`src/rtl/core/index_to_colour_mapper_macros.svh`:
```
// assertion macros for the index to colour mapper
// used by index_to_colour_mapper.sv; expects i_clk and i_rst_n in scope
`ifndef INDEX_TO_COLOUR_MAPPER_MACROS_SVH
`define INDEX_TO_COLOUR_MAPPER_MACROS_SVH

// implication in the same cycle
`define ITCM_ASSERT_NOW(label, ante, cons) \
    label: assert property (@(posedge i_clk) disable iff (!i_rst_n) (ante) |-> (cons)) \
        else $error("itcm check failed");

// implication in the next cycle
`define ITCM_ASSERT_NEXT(label, ante, cons) \
    label: assert property (@(posedge i_clk) disable iff (!i_rst_n) (ante) |=> (cons)) \
        else $error("itcm check failed");

`endif

```
`src/rtl/core/itcm_pkg.sv`:
```
// shared types and constants for the index to colour mapper
// no dependencies
`timescale 1ns / 1ps

package itcm_pkg;

    localparam int IDX_W     = 16;
    localparam int CFG_W     = 16;
    localparam int ADDR_W    = 3;
    localparam int DIV_W     = 32;
    localparam int DVS_W     = 24;
    localparam int REM_W     = DVS_W + 1;
    localparam int SIX_W     = IDX_W + 3;
    localparam int T_W       = IDX_W + 1;

    localparam logic MODE_GREY = 1'b0;
    localparam logic MODE_HUE  = 1'b1;

    typedef enum logic [ADDR_W-1:0] {
        CFG_MODE   = 3'd0,
        CFG_TOP    = 3'd1,
        CFG_GREY   = 3'd2,
        CFG_PERIOD = 3'd3,
        CFG_SAT    = 3'd4,
        CFG_BRIGHT = 3'd5
    } t_cfg_reg;

    typedef enum logic [2:0] {
        SEC_0 = 3'd0,
        SEC_1 = 3'd1,
        SEC_2 = 3'd2,
        SEC_3 = 3'd3,
        SEC_4 = 3'd4,
        SEC_5 = 3'd5
    } t_sector;

    typedef struct packed {
        logic [REM_W-1:0] rem;
        logic [DIV_W-1:0] dq;
        logic [DVS_W-1:0] dvs;
    } t_div;

    typedef struct packed {
        logic       mode;
        logic       black;
        logic       oor;
        logic [7:0] grey;
        t_sector    sector;
    } t_side;

    typedef struct packed {
        logic [7:0] red;
        logic [7:0] green;
        logic [7:0] blue;
        logic       oor;
    } t_pix;

endpackage

```
`src/rtl/core/itcm_div_cell.sv`:
```
// one restoring division step, registered
// depends on itcm_pkg
`timescale 1ns / 1ps

module itcm_div_cell
    import itcm_pkg::*;
(
    input  logic  i_clk,
    input  logic  i_rst_n,
    input  logic  i_en,
    input  logic  i_valid,
    input  t_div  i_div,
    input  t_side i_side,
    output logic  o_valid,
    output t_div  o_div,
    output t_side o_side
);

    logic          r_valid;
    t_div          r_div;
    t_side         r_side;
    t_div          n_div;
    logic [REM_W-1:0] w_sh;

    always_comb begin
        w_sh  = {i_div.rem[REM_W-2:0], i_div.dq[DIV_W-1]};
        n_div = i_div;
        if (w_sh >= {1'b0, i_div.dvs}) begin
            n_div.rem = w_sh - {1'b0, i_div.dvs};
            n_div.dq  = {i_div.dq[DIV_W-2:0], 1'b1};
        end else begin
            n_div.rem = w_sh;
            n_div.dq  = {i_div.dq[DIV_W-2:0], 1'b0};
        end
    end

    always_ff @(posedge i_clk) begin
        if (!i_rst_n) begin
            r_valid <= 1'b0;
        end else if (i_en) begin
            r_valid <= i_valid;
        end
    end

    always_ff @(posedge i_clk) begin
        if (i_en) begin
            r_div  <= n_div;
            r_side <= i_side;
        end
    end

    assign o_valid = r_valid;
    assign o_div   = r_div;
    assign o_side  = r_side;

endmodule

```
`src/rtl/core/itcm_div_chain.sv`:
```
// row of division cells, one quotient bit per cell
// depends on itcm_pkg and itcm_div_cell
`timescale 1ns / 1ps

module itcm_div_chain
    import itcm_pkg::*;
(
    input  logic  i_clk,
    input  logic  i_rst_n,
    input  logic  i_en,
    input  logic  i_valid,
    input  t_div  i_div,
    input  t_side i_side,
    output logic  o_valid,
    output t_div  o_div,
    output t_side o_side
);

    logic  w_valid [DIV_W+1];
    t_div  w_div   [DIV_W+1];
    t_side w_side  [DIV_W+1];

    assign w_valid[0] = i_valid;
    assign w_div[0]   = i_div;
    assign w_side[0]  = i_side;

    for (genvar g = 0; g < DIV_W; g++) begin : g_cell
        itcm_div_cell u_cell (
            .i_clk   (i_clk),
            .i_rst_n (i_rst_n),
            .i_en    (i_en),
            .i_valid (w_valid[g]),
            .i_div   (w_div[g]),
            .i_side  (w_side[g]),
            .o_valid (w_valid[g+1]),
            .o_div   (w_div[g+1]),
            .o_side  (w_side[g+1])
        );
    end

    assign o_valid = w_valid[DIV_W];
    assign o_div   = w_div[DIV_W];
    assign o_side  = w_side[DIV_W];

endmodule

```
`config.mk`:
```
export PLATFORM = sky130hd
export DESIGN_NAME = itcm_div_chain
export DESIGN_NICKNAME = d
export VERILOG_FILES = /design/src/rtl/core/index_to_colour_mapper_macros.svh /design/src/rtl/core/itcm_pkg.sv /design/src/rtl/core/itcm_div_cell.sv /design/src/rtl/core/itcm_div_chain.sv
export SDC_FILE = /design/constraint.sdc
export NUM_CORES = 2
export LEC_CHECK = 0
export BUFFER_PORTS_ARGS = -buffer_cell sky130_fd_sc_hd__buf_4
export CAP_MARGIN = 20
export CORE_MARGIN = 3
export CORE_UTILIZATION = 55
export CTS_CLUSTER_SIZE = 20
export DETAILED_ROUTE_END_ITERATION = 8
export GPL_TIMING_DRIVEN = 0
export PLACE_DENSITY = 0.75
export RECOVER_POWER = 100
export SYNTH_ARGS = -nofsm -noshare
export SYNTH_HDL_FRONTEND = slang
export SYNTH_SLANG_ARGS = --single-unit
```
`constraint.sdc`:
```
create_clock -name i_clk -period 7.13 [get_ports i_clk]
set_input_delay 0.3565 -clock i_clk [delete_from_list [all_inputs] [get_ports i_clk]]
set_output_delay 0.3565 -clock i_clk [all_outputs]
set_load 0.02 [all_outputs]
```
==> flow_summary_export.csv <==
group,metric,value,unit
clock_network,cts_hold_buf,96,
timing,max_freq,0.156,GHz
clock_network,root_buffer,"clkbuf_16",
global_routing,grt_antenna_before_repair,5,
critical_path,path_cells,"dlygate4sd3_1, buf_16, clkbuf_2, buf_16, clkbuf_4",
synthesis,syn_inst,10235,
timing,fin_crit_sh,90.0,%
routing,wl_per_cell,20.4,um
final_layout,final_nets,11769,
global_routing,grt_max_degree,209,
timing,fin_tns_setup,0,ns
critical_path,slowest_delay,2.46,ns
floorplan,die_y,509,um
run,maxCapViolations,7,
synthesis,ys_seq_elements,3041,
synthesis,ys_types,100,
power,seq_power_share,38.8,%
timing,final.setup.worst_slack,0.717,ns
placed_design,detailedPlacementHpwl,211000,um
placed_design,place_inst,13793,
routing,num_vias,81467,
critical_path,worst_ep_arrival_time,6.89,ns
critical_path,worstSetupStartpointType,"primary input",
timing,worst_pin_slew,4.88,ns
global_routing,grt_use_total,22.5,%
critical_path,worst_path_max_delay_cell,"clkbuf_2",
final_layout,final_common_cell,"edfxtp_1",
synthesis,netlist_area,139000,um2
synthesis,yosysSeqAreaShare,65.4,%
synthesis,synth.avg_cell_area,13.6,um2
routing,drt-initial-drc-count,6914,
clock_network,clock_sinks,3041,
timing,maxSlewViolCount,694,
timing,min_period,6.41,ns
critical_path,crit_fanout,199,
clock_network,cts_resized,0,
synthesis,ys_async_sr_fraction,0,%
min_path,hold_path.class,"primary input to flip-flop",
power,power_density,442,nW/um2
critical_path,path_delay_family,"buffers and inverters",
status,outcome,"finished, violations left",
timing,holdWs,0.145,ns
critical_path,cp_num_buf_inv,5,
routing,postRouteAntennaNets,0,
routing,vias_per_cell,5.64,
floorplan,start_util,55.3,%
routing,firstDrtPassIters,6,
synthesis,synth-main-ff-cell,"edfxtp_1",
placed_design,dpl_worst_slack,0.301,ns
floorplan,die_w,509,um
power,p_sw,23.9,mW
routing,drc_errors,0,
floorplan,fp-row-count,184,
timing,rsz0062_at_grt,"no",
power,combPwrFrac,37.8,%
placed_design,place_area,145000,um2
global_routing,grt_pass1_vias,80268,
final_layout,stdcell_count,14454,
final_layout,most-common-layout-cells,"3009 x edfxtp_1, 971 x inv_1, 768 x ha_1",
placed_design,gp_congestion,0.908,
critical_path,cp-end-kind,"flip-flop",
power,clkPwrFrac,23.4,%
clock_network,clkTransAtPathRegs,0.06,ns
power,internal_power,44.8,mW
global_routing,grt_pass1_wl,457000,um
critical_path,critPathRequiredTime,7.61,ns
clock_network,insertion_delay,0.95,ns
timing,hold_viol_final,0,
power,switching_share,34.8,%
status,violations,"capacitance limit, slew limit",
final_layout,syn2layout_area_growth,11.7,%
floorplan,num_io_pins,195,
placed_design,placement.io_buffers,193,
clock_network,clockBufferDepth,4,
synthesis,ys_warn_count,0,
power,p_leak,60.4,nW
floorplan,core-area,252000,um2
timing,finClkSkew,0.0723,ns
clock_network,cts_buffers,327,
power,peakVddDrop,0.000269,V
critical_path,crit_top_cell,"buf_16",
synthesis,synth_edf_count,3009,
synthesis,syn-num-nets,11134,
routing,wl,295000,um
global_routing,overflow,0,
timing,report.final.setup_viol,0,
final_layout,post-route-cell-area,156000,um2
clock_network,htreeDepth,5,
timing,relSlewSlack,-225,%
clock_network,cts_tree,"built",
floorplan,fp.dieArea,259000,um2
clock_network,cts_setup_buffers,0,
critical_path,critPathKind,"primary input to flip-flop",
final_layout,drive_gt1_share,7.12,%
[sequential cells by signal, indices dropped and copies added, names as in the netlist]
| signal | flops |
|---|---|
| g_cell.u_cell.o_div | 2561 |
| g_cell.u_cell.o_valid | 32 |
| g_cell.u_cell.o_side | 448 |
[worst paths after layout]
path | startpoint | end | slack [ns] | cells after the start
worst max register to register | g_cell[2].u_cell.o_div[1] | g_cell[3].u_cell.o_div[64] | 1.42 | 13
worst min-delay path | i_side[3] | g_cell[0].u_cell.o_side[3] | 0.15 | 2
worst min register to register | g_cell[23].u_cell.o_div[26] | g_cell[24].u_cell.o_div[27] | 0.37 | 0
worst max-delay path | i_en | g_cell[4].u_cell.o_div[16] | 0.72 | 5
[power by group through the flow]
stage,Combinational [mW],Sequential (mW),Clock [mW]
6_report,26.0,26.7,16.1
5_1_grt,28.7,27.0,17.3
4_1_cts,26.3,26.7,16.6
3_5_place_dp,26.0,27.0,0
3_3_place_gp,25.7,27.8,0
2_1_floorplan,19.1,26.0,0
[synth_stat cells, drive strengths merged, types with 59 or more instances]
cell type	number	area, um2
edfxtp	3009	90400
inv	971	3640
ha	768	9610
a21oi	659	3320
o21ai	613	3080
nand2	556	2090
nor2	539	2020
xnor2	375	3280
mux2	326	3670
a21o	285	2140
xor2	232	2030
nor2b	150	938
nand3	145	726
nand2b	115	719
nor3	113	566
o21a	113	848
nand4	112	701
clkbuf	104	390
mux2i	72	721
and3	69	432
buf	68	408
o21bai	66	495
a31oi	59	375
[layout make-up]
cell class	instances	area, um2
Fill cell	19024	96100
Multi-Input combinational cell	6050	43500
Tap cell	3348	4190
Buffer	172	651
Antenna cell	3	7.51
Timing Repair Buffer	306	2350
Clock buffer	388	8480
Inverter	972	3650
Clock inverter	174	1650
Sequential cell	3041	91000
[per-layer routing]
| metal | up-vias | GRT usage [%] | share of wire [%] |
|---|---|---|---|
| li1 | 39272 | - | - |
| met1 | 39653 | 31.5 | 45 |
| met2 | 2049 | 37.1 | 48 |
| met4 | 2 | 6.39 | 2.6 |
| met5 | - | 0 | 0.0044 |
| met3 | 491 | 3.11 | 4.6 |
[through the flow]
stage	power, mW	utilization [%]
after floorplan	45.2	-
after global placement	53.5	57.5
after detailed placement	53.0	57.7
after CTS	69.6	62.1
after global routing	73.0	61.8
final	68.8	61.8
[cell families (layout without fill, tap and decap cells)]
kind of cell	count (synthesis)	count (layout)	share of synthesized area, %
xor+xnor	607	607	3.82
simple gates	2015	2015	6.97
fa+ha+maj	800	800	7.37
flops	3041	3041	65.4
mux	398	398	3.16
compound gates	2230	2230	10.1
buf+inv	1144	2012	3.20
other cells	0	3	0
[worst register-to-register path: cells and delay by family (launching register included)]
kind            cells  cell delay (ns)
compound gates      7             1.84
flops               1             0.43
fa+ha+maj           1             0.31
mux                 1             0.42
buf+inv             2             0.71
simple gates        2             1.72
Power figures use the tool's default switching activity.
