$ cat src/rtl/core/index_to_colour_mapper_macros.svh
// assertion macros for the index to colour mapper
// used by index_to_colour_mapper.sv; expects i_clk and i_rst_n in scope
`ifndef INDEX_TO_COLOUR_MAPPER_MACROS_SVH
`define INDEX_TO_COLOUR_MAPPER_MACROS_SVH

// implication in the same cycle
`define ITCM_ASSERT_NOW(label, ante, cons) \
    label: assert property (@(posedge i_clk) disable iff (!i_rst_n) (ante) |-> (cons)) \
        else $error("itcm check failed");

// implication in the next cycle
`define ITCM_ASSERT_NEXT(label, ante, cons) \
    label: assert property (@(posedge i_clk) disable iff (!i_rst_n) (ante) |=> (cons)) \
        else $error("itcm check failed");

`endif

$ cat src/rtl/core/itcm_pkg.sv
// shared types and constants for the index to colour mapper
// no dependencies
`timescale 1ns / 1ps

package itcm_pkg;

    localparam int IDX_W     = 16;
    localparam int CFG_W     = 16;
    localparam int ADDR_W    = 3;
    localparam int DIV_W     = 32;
    localparam int DVS_W     = 24;
    localparam int REM_W     = DVS_W + 1;
    localparam int SIX_W     = IDX_W + 3;
    localparam int T_W       = IDX_W + 1;

    localparam logic MODE_GREY = 1'b0;
    localparam logic MODE_HUE  = 1'b1;

    typedef enum logic [ADDR_W-1:0] {
        CFG_MODE   = 3'd0,
        CFG_TOP    = 3'd1,
        CFG_GREY   = 3'd2,
        CFG_PERIOD = 3'd3,
        CFG_SAT    = 3'd4,
        CFG_BRIGHT = 3'd5
    } t_cfg_reg;

    typedef enum logic [2:0] {
        SEC_0 = 3'd0,
        SEC_1 = 3'd1,
        SEC_2 = 3'd2,
        SEC_3 = 3'd3,
        SEC_4 = 3'd4,
        SEC_5 = 3'd5
    } t_sector;

    typedef struct packed {
        logic [REM_W-1:0] rem;
        logic [DIV_W-1:0] dq;
        logic [DVS_W-1:0] dvs;
    } t_div;

    typedef struct packed {
        logic       mode;
        logic       black;
        logic       oor;
        logic [7:0] grey;
        t_sector    sector;
    } t_side;

    typedef struct packed {
        logic [7:0] red;
        logic [7:0] green;
        logic [7:0] blue;
        logic       oor;
    } t_pix;

endpackage

$ cat src/rtl/core/itcm_out_queue.sv
// two entry output queue, registered output
// depends on itcm_pkg
`timescale 1ns / 1ps

module itcm_out_queue
    import itcm_pkg::*;
(
    input  logic i_clk,
    input  logic i_rst_n,
    input  logic i_push,
    input  t_pix i_pix,
    output logic o_full,
    output logic o_valid,
    input  logic i_ready,
    output t_pix o_pix
);

    logic [1:0] r_cnt;
    logic [1:0] n_cnt;
    t_pix       r_q [2];
    logic       w_pop;
    logic [1:0] w_wr;

    assign w_pop = (r_cnt != 2'd0) && i_ready;
    assign w_wr  = r_cnt - {1'b0, w_pop};

    always_comb begin
        n_cnt = r_cnt + {1'b0, i_push} - {1'b0, w_pop};
    end

    always_ff @(posedge i_clk) begin
        if (!i_rst_n) begin
            r_cnt <= 2'd0;
        end else begin
            r_cnt <= n_cnt;
        end
    end

    always_ff @(posedge i_clk) begin
        if (i_push && (w_wr[0] == 1'b0)) begin
            r_q[0] <= i_pix;
        end else if (w_pop) begin
            r_q[0] <= r_q[1];
        end
        if (i_push && w_wr[0]) begin
            r_q[1] <= i_pix;
        end
    end

    assign o_full  = (r_cnt == 2'd2);
    assign o_valid = (r_cnt != 2'd0);
    assign o_pix   = r_q[0];

endmodule

$ cat config.mk
export PLATFORM = sky130hd
export DESIGN_NAME = itcm_out_queue
export DESIGN_NICKNAME = d
export VERILOG_FILES = /design/src/rtl/core/index_to_colour_mapper_macros.svh /design/src/rtl/core/itcm_pkg.sv /design/src/rtl/core/itcm_out_queue.sv
export SDC_FILE = /design/constraint.sdc
export NUM_CORES = 1
export LEC_CHECK = 0
export BUFFER_PORTS_ARGS = -buffer_cell sky130_fd_sc_hd__buf_2
export CAP_MARGIN = 40
export CORE_MARGIN = 2
export CORE_UTILIZATION = 52
export DETAILED_ROUTE_END_ITERATION = 6
export GPL_TIMING_DRIVEN = 0
export HOLD_SLACK_MARGIN = 0.1
export PLACE_DENSITY = 0.83
export REMOVE_ABC_BUFFERS = 1
export SKIP_CTS_REPAIR_TIMING = 1
export SLEW_MARGIN = 5
export SYNTH_ARGS = -nofsm -noshare
export SYNTH_HDL_FRONTEND = slang
export SYNTH_SLANG_ARGS = --single-unit
$ cat constraint.sdc
create_clock -name i_clk -period 2.3 [get_ports i_clk]
set_input_delay 0.345 -clock i_clk [delete_from_list [all_inputs] [get_ports i_clk]]
set_output_delay 0.345 -clock i_clk [all_outputs]
set_load 0.005 [all_outputs]
==> parameters.txt <==
Parameter                              Value

Run status
  Run status ... finished clean

Placement
  Placed wire-length estimate after detailed placement ... 2.50 mm
  GPL Wtd Cong ... 0.706
  Worst-case setup slack after placement ... -67.8 ps
  # port buffers ... 55
  Placement Cell Area ... 0.00243 mm²

Setup path
  Register-to-register setup slack ... 170 ps
  CP most frequent cell ... sky130_fd_sc_hd__ha_1
  Worst path cell trace ... o21ai_2, inv_1, ha_1, ha_1, nor2_4, buf_16, mux2_2
  Crit Path Category ... flip-flop to flip-flop
  Depth of the most critical reg-to-reg path ... 7
  Slowest library cell on the worst path ... sky130_fd_sc_hd__mux2_2
  Endpoint of the lowest-slack register-to-register path ... r_q[0][3]
  Startpoint of the most critical register-to-register path ... r_cnt[0]
  Startpoint type of the worst setup path ... flip-flop
  Cell type group with the largest total delay on the critical path ... adder cells
  Endpoint class of the critical path ... flip-flop
  Critical path data arrival time ... 2180 ps
  Critical path required time ... 2350 ps
  Crit Path Max Fanout ... 18
  CP peak stage delay ... 360 ps
  Sum of buffers and inverters on the critical path ... 2

CTS
  Clock latency reported for the late side of the worst-skew pair ... 300 ps
  Root buffer selected by CTS ... sky130_fd_sc_hd__clkbuf_8
  CTS HTree Levels ... 2
  Clock transition time at the flip-flop clock pins of the worst setup and hold paths ... 90 ps
  Max clock buf depth ... 2
  Number of buffers added by the clock tree synthesis step ... 5
  TritonCTS clock tree ... yes
  Number of sinks on the clock net ... 52

Synth
  Share of async-settable or async-resettable flops after synthesis ... 0%
  Most frequently used flop master after synthesis ... sky130_fd_sc_hd__edfxtp_1
  Post-synthesis cell type with the largest combined area ... sky130_fd_sc_hd__edfxtp_1
  Synth top cells by count ... sky130_fd_sc_hd__edfxtp_1 (50), sky130_fd_sc_hd__buf_4 (25), sky130_fd_sc_hd__mux2_4 (20)
  Count of flip-flops with a built-in enable after synthesis ... 50
  Top-area cell type share of the netlist area ... 66.8%
  Average cell area after synthesis ... 18.9 µm²
  Dominant cell by count in the synthesized netlist ... sky130_fd_sc_hd__edfxtp_1
  Mapped Area ... 0.00225 mm²
  Cells taking the most area after synthesis ... sky130_fd_sc_hd__edfxtp_1 (67%), sky130_fd_sc_hd__mux2_4 (13%), sky130_fd_sc_hd__buf_4 (8.4%)
  Warnings from Yosys ... 0
  Number of cells produced by synthesis ... 119
  Seq/Total Area, Yosys ... 68.6%
  Flop and latch count out of synthesis ... 52
  Number of distinct library cells after synthesis ... 15

Die
  I/O pin cnt ... 56
  Die area ... 0.00486 mm²
  Number of placement rows ... 23
  Height of the die ... 69.7 µm
  Die Wd ... 69.7 µm
  Core area ... 0.00409 mm²
  Starting utilization of the core area ... 55.0%

Global route
  Global routing usage summed across all routing layers ... 15.2%
  Total overflow reported by the global router ... 0
  Via count of the first global-routing pass ... 1161
  First-pass GRT wire length ... 5.64 mm
  Largest net degree at the start of global routing ... 20
  Number of antenna violations at the first check in global routing ... 0

Timing
  Peak Freq ... 0.470 GHz
  Max-slew violation count ... 0
  Slew at the pin closest to its max-slew limit ... 507 ps
  Post-route setup slack ... 174 ps
  Final setup violation count ... 0
  Total negative setup slack ... 0 ps
  Unrepaired setup endpoints after global routing ... no
  Final Hold Vio Count ... 0
  Worst clock skew ... 3.75 ps
  Final worst-path cycle share ... 92.4%
  Relative slew margins ... 66.2%
  Worst slack on hold paths ... 232 ps
  Period minus WS final ... 2130 ps

Routing
  Post-DR wirelength/cell ... 16.3 µm
  Number of DRC markers in iteration 0 ... 62
  Detailed-router iteration count before antenna repair ... 4
  Detailed-route vias per instance ... 4.87
  Via count ... 1022
  Remaining DRCs ... 0
  Post-DRT Antenna Nets ... 0
  Detailed Route WL ... 3.42 mm

Power and ir drop
  Net Sw Frac ... 27.1%
  Power after layout ... 2.86 mW
  Sequential share of power ... 52.7%
  Part of the power in combinational logic ... 30.1%
  Internal power component ... 2.08 mW
  Clock share of power ... 17.1%
  Power Density ... 1130 mW/mm²
  Psw ... 0.774 mW
  Leakage power of the design ... 1.02 nW
  Maximum resistive drop on vdd ... 652 µV

Final layout
  Post-route cell area ... 0.00253 mm²
  Filler cell count ... 308
  Share of cells above drive strength 1 ... 59.4%
  Nets ... 191
  Growth of design area from synthesis to finish ... 12.4%
  Antenna cell count ... 0

Job
  Reported max-cap violation count ... 0

Worst hold path
  Hold_sp ... i_pix[0]
  Worst Hold End ... r_q[0][25]
  Worst hold-check path type ... input pin to flip-flop
  Cell count of the worst hold path ... 1
[layout by cell type (no fill, tap or decap)]
cell and n:
sky130_fd_sc_hd__mux2_2 5, sky130_fd_sc_hd__buf_16 2, sky130_fd_sc_hd__or2_2 1, sky130_fd_sc_hd__buf_2 55, sky130_fd_sc_hd__edfxtp_1 50, sky130_fd_sc_hd__nor2_4 1, sky130_fd_sc_hd__or2b_1 1, sky130_fd_sc_hd__and2b_2 1
sky130_fd_sc_hd__clkinv_1 1, sky130_fd_sc_hd__dfxtp_1 2, sky130_fd_sc_hd__clkbuf_8 5, sky130_fd_sc_hd__buf_4 2, sky130_fd_sc_hd__inv_1 3, sky130_fd_sc_hd__buf_8 1, sky130_fd_sc_hd__o21ai_2 1, sky130_fd_sc_hd__mux2_4 20
sky130_fd_sc_hd__ha_1 3, sky130_fd_sc_hd__xnor2_1 2, sky130_fd_sc_hd__clkinvlp_4 1, sky130_fd_sc_hd__and2_1 2, sky130_fd_sc_hd__clkbuf_1 1
[per-stage QoR]
| step | instances | util (%) |
|---|---|---|
| global route | 210 | 61.8 |
| global placement | 197 | 57.7 |
| detailed placement | 200 | 59.4 |
| finish | 210 | 61.8 |
| CTS | 208 | 61.5 |
| floorplan | 92 | - |
[how the worst max path moves through the flow]
stage / startpoint / to / slack (ps) / cells past startpoint
final: r_cnt[0] / r_q[0][3] / 170 / 7
after global routing: r_cnt[1] / r_q[0][11] / 90 / 6
after CTS: r_cnt[0] / r_q[0][3] / -70 / 7
after detailed placement: r_cnt[0] / r_q[0][3] / -70 / 7
after global placement: i_ready / r_q[0][24] / -240 / 7
after floorplan: r_cnt[0] / r_q[0][0] / -40 / 6
[cell families after synthesis]
family,Yosys count,synth area share (%)
AND/OR/NAND/NOR,6,2.06
buffers and inverters,30,10.6
flip-flops,52,68.6
adder cells (fa/ha/maj),3,1.67
AO/OA/AOI/OAI,1,0.390
multiplexers,25,15.9
XOR/XNOR,2,0.780
[registers in the layout, summed over array words and instances (netlist names)]
register and flops:
r_q 50, r_cnt 2
[per-layer routing]
layer	global-route usage [%]	vias up	routed length, µm
li1	-	490	-
met1	17.8	491	1470
met2	25.7	37	1740
met3	4.36	4	180
met4	7.48	0	32
met5	0	-	0
[worst register-to-register path, cell delays in order, from the launching register on]
cell and delay [ps]:
sky130_fd_sc_hd__dfxtp_1 350, sky130_fd_sc_hd__o21ai_2 220, sky130_fd_sc_hd__inv_1 70, sky130_fd_sc_hd__ha_1 300, sky130_fd_sc_hd__ha_1 230, sky130_fd_sc_hd__nor2_4 150, sky130_fd_sc_hd__buf_16 190, sky130_fd_sc_hd__mux2_2 370
[power by group through the flow]
stage / logic, mW / clock network, mW / registers, mW
4_1_cts: 0.864 / 0.509 / 1.51
3_3_place_gp: 0.725 / 0 / 1.52
2_1_floorplan: 0.431 / 0 / 1.54
5_1_grt: 0.934 / 0.555 / 1.54
3_5_place_dp: 0.863 / 0 / 1.53
6_report: 0.862 / 0.489 / 1.51
[area by class of cell]
| class | count | area, µm² | share of cell area (%) |
|---|---|---|---|
| multi-input combinational | 37 | 467 | 18.5 |
| timing repair buffer | 60 | 360 | 14.3 |
| clock inverter | 2 | 11.3 | 0.446 |
| inverter | 3 | 11.3 | 0.446 |
| tap | 50 | 62.6 | 2.48 |
| sequential | 52 | 1540 | 61.0 |
| clock buffer | 6 | 72.6 | 2.87 |
Note: power is estimated with default switching activity, not from simulation.
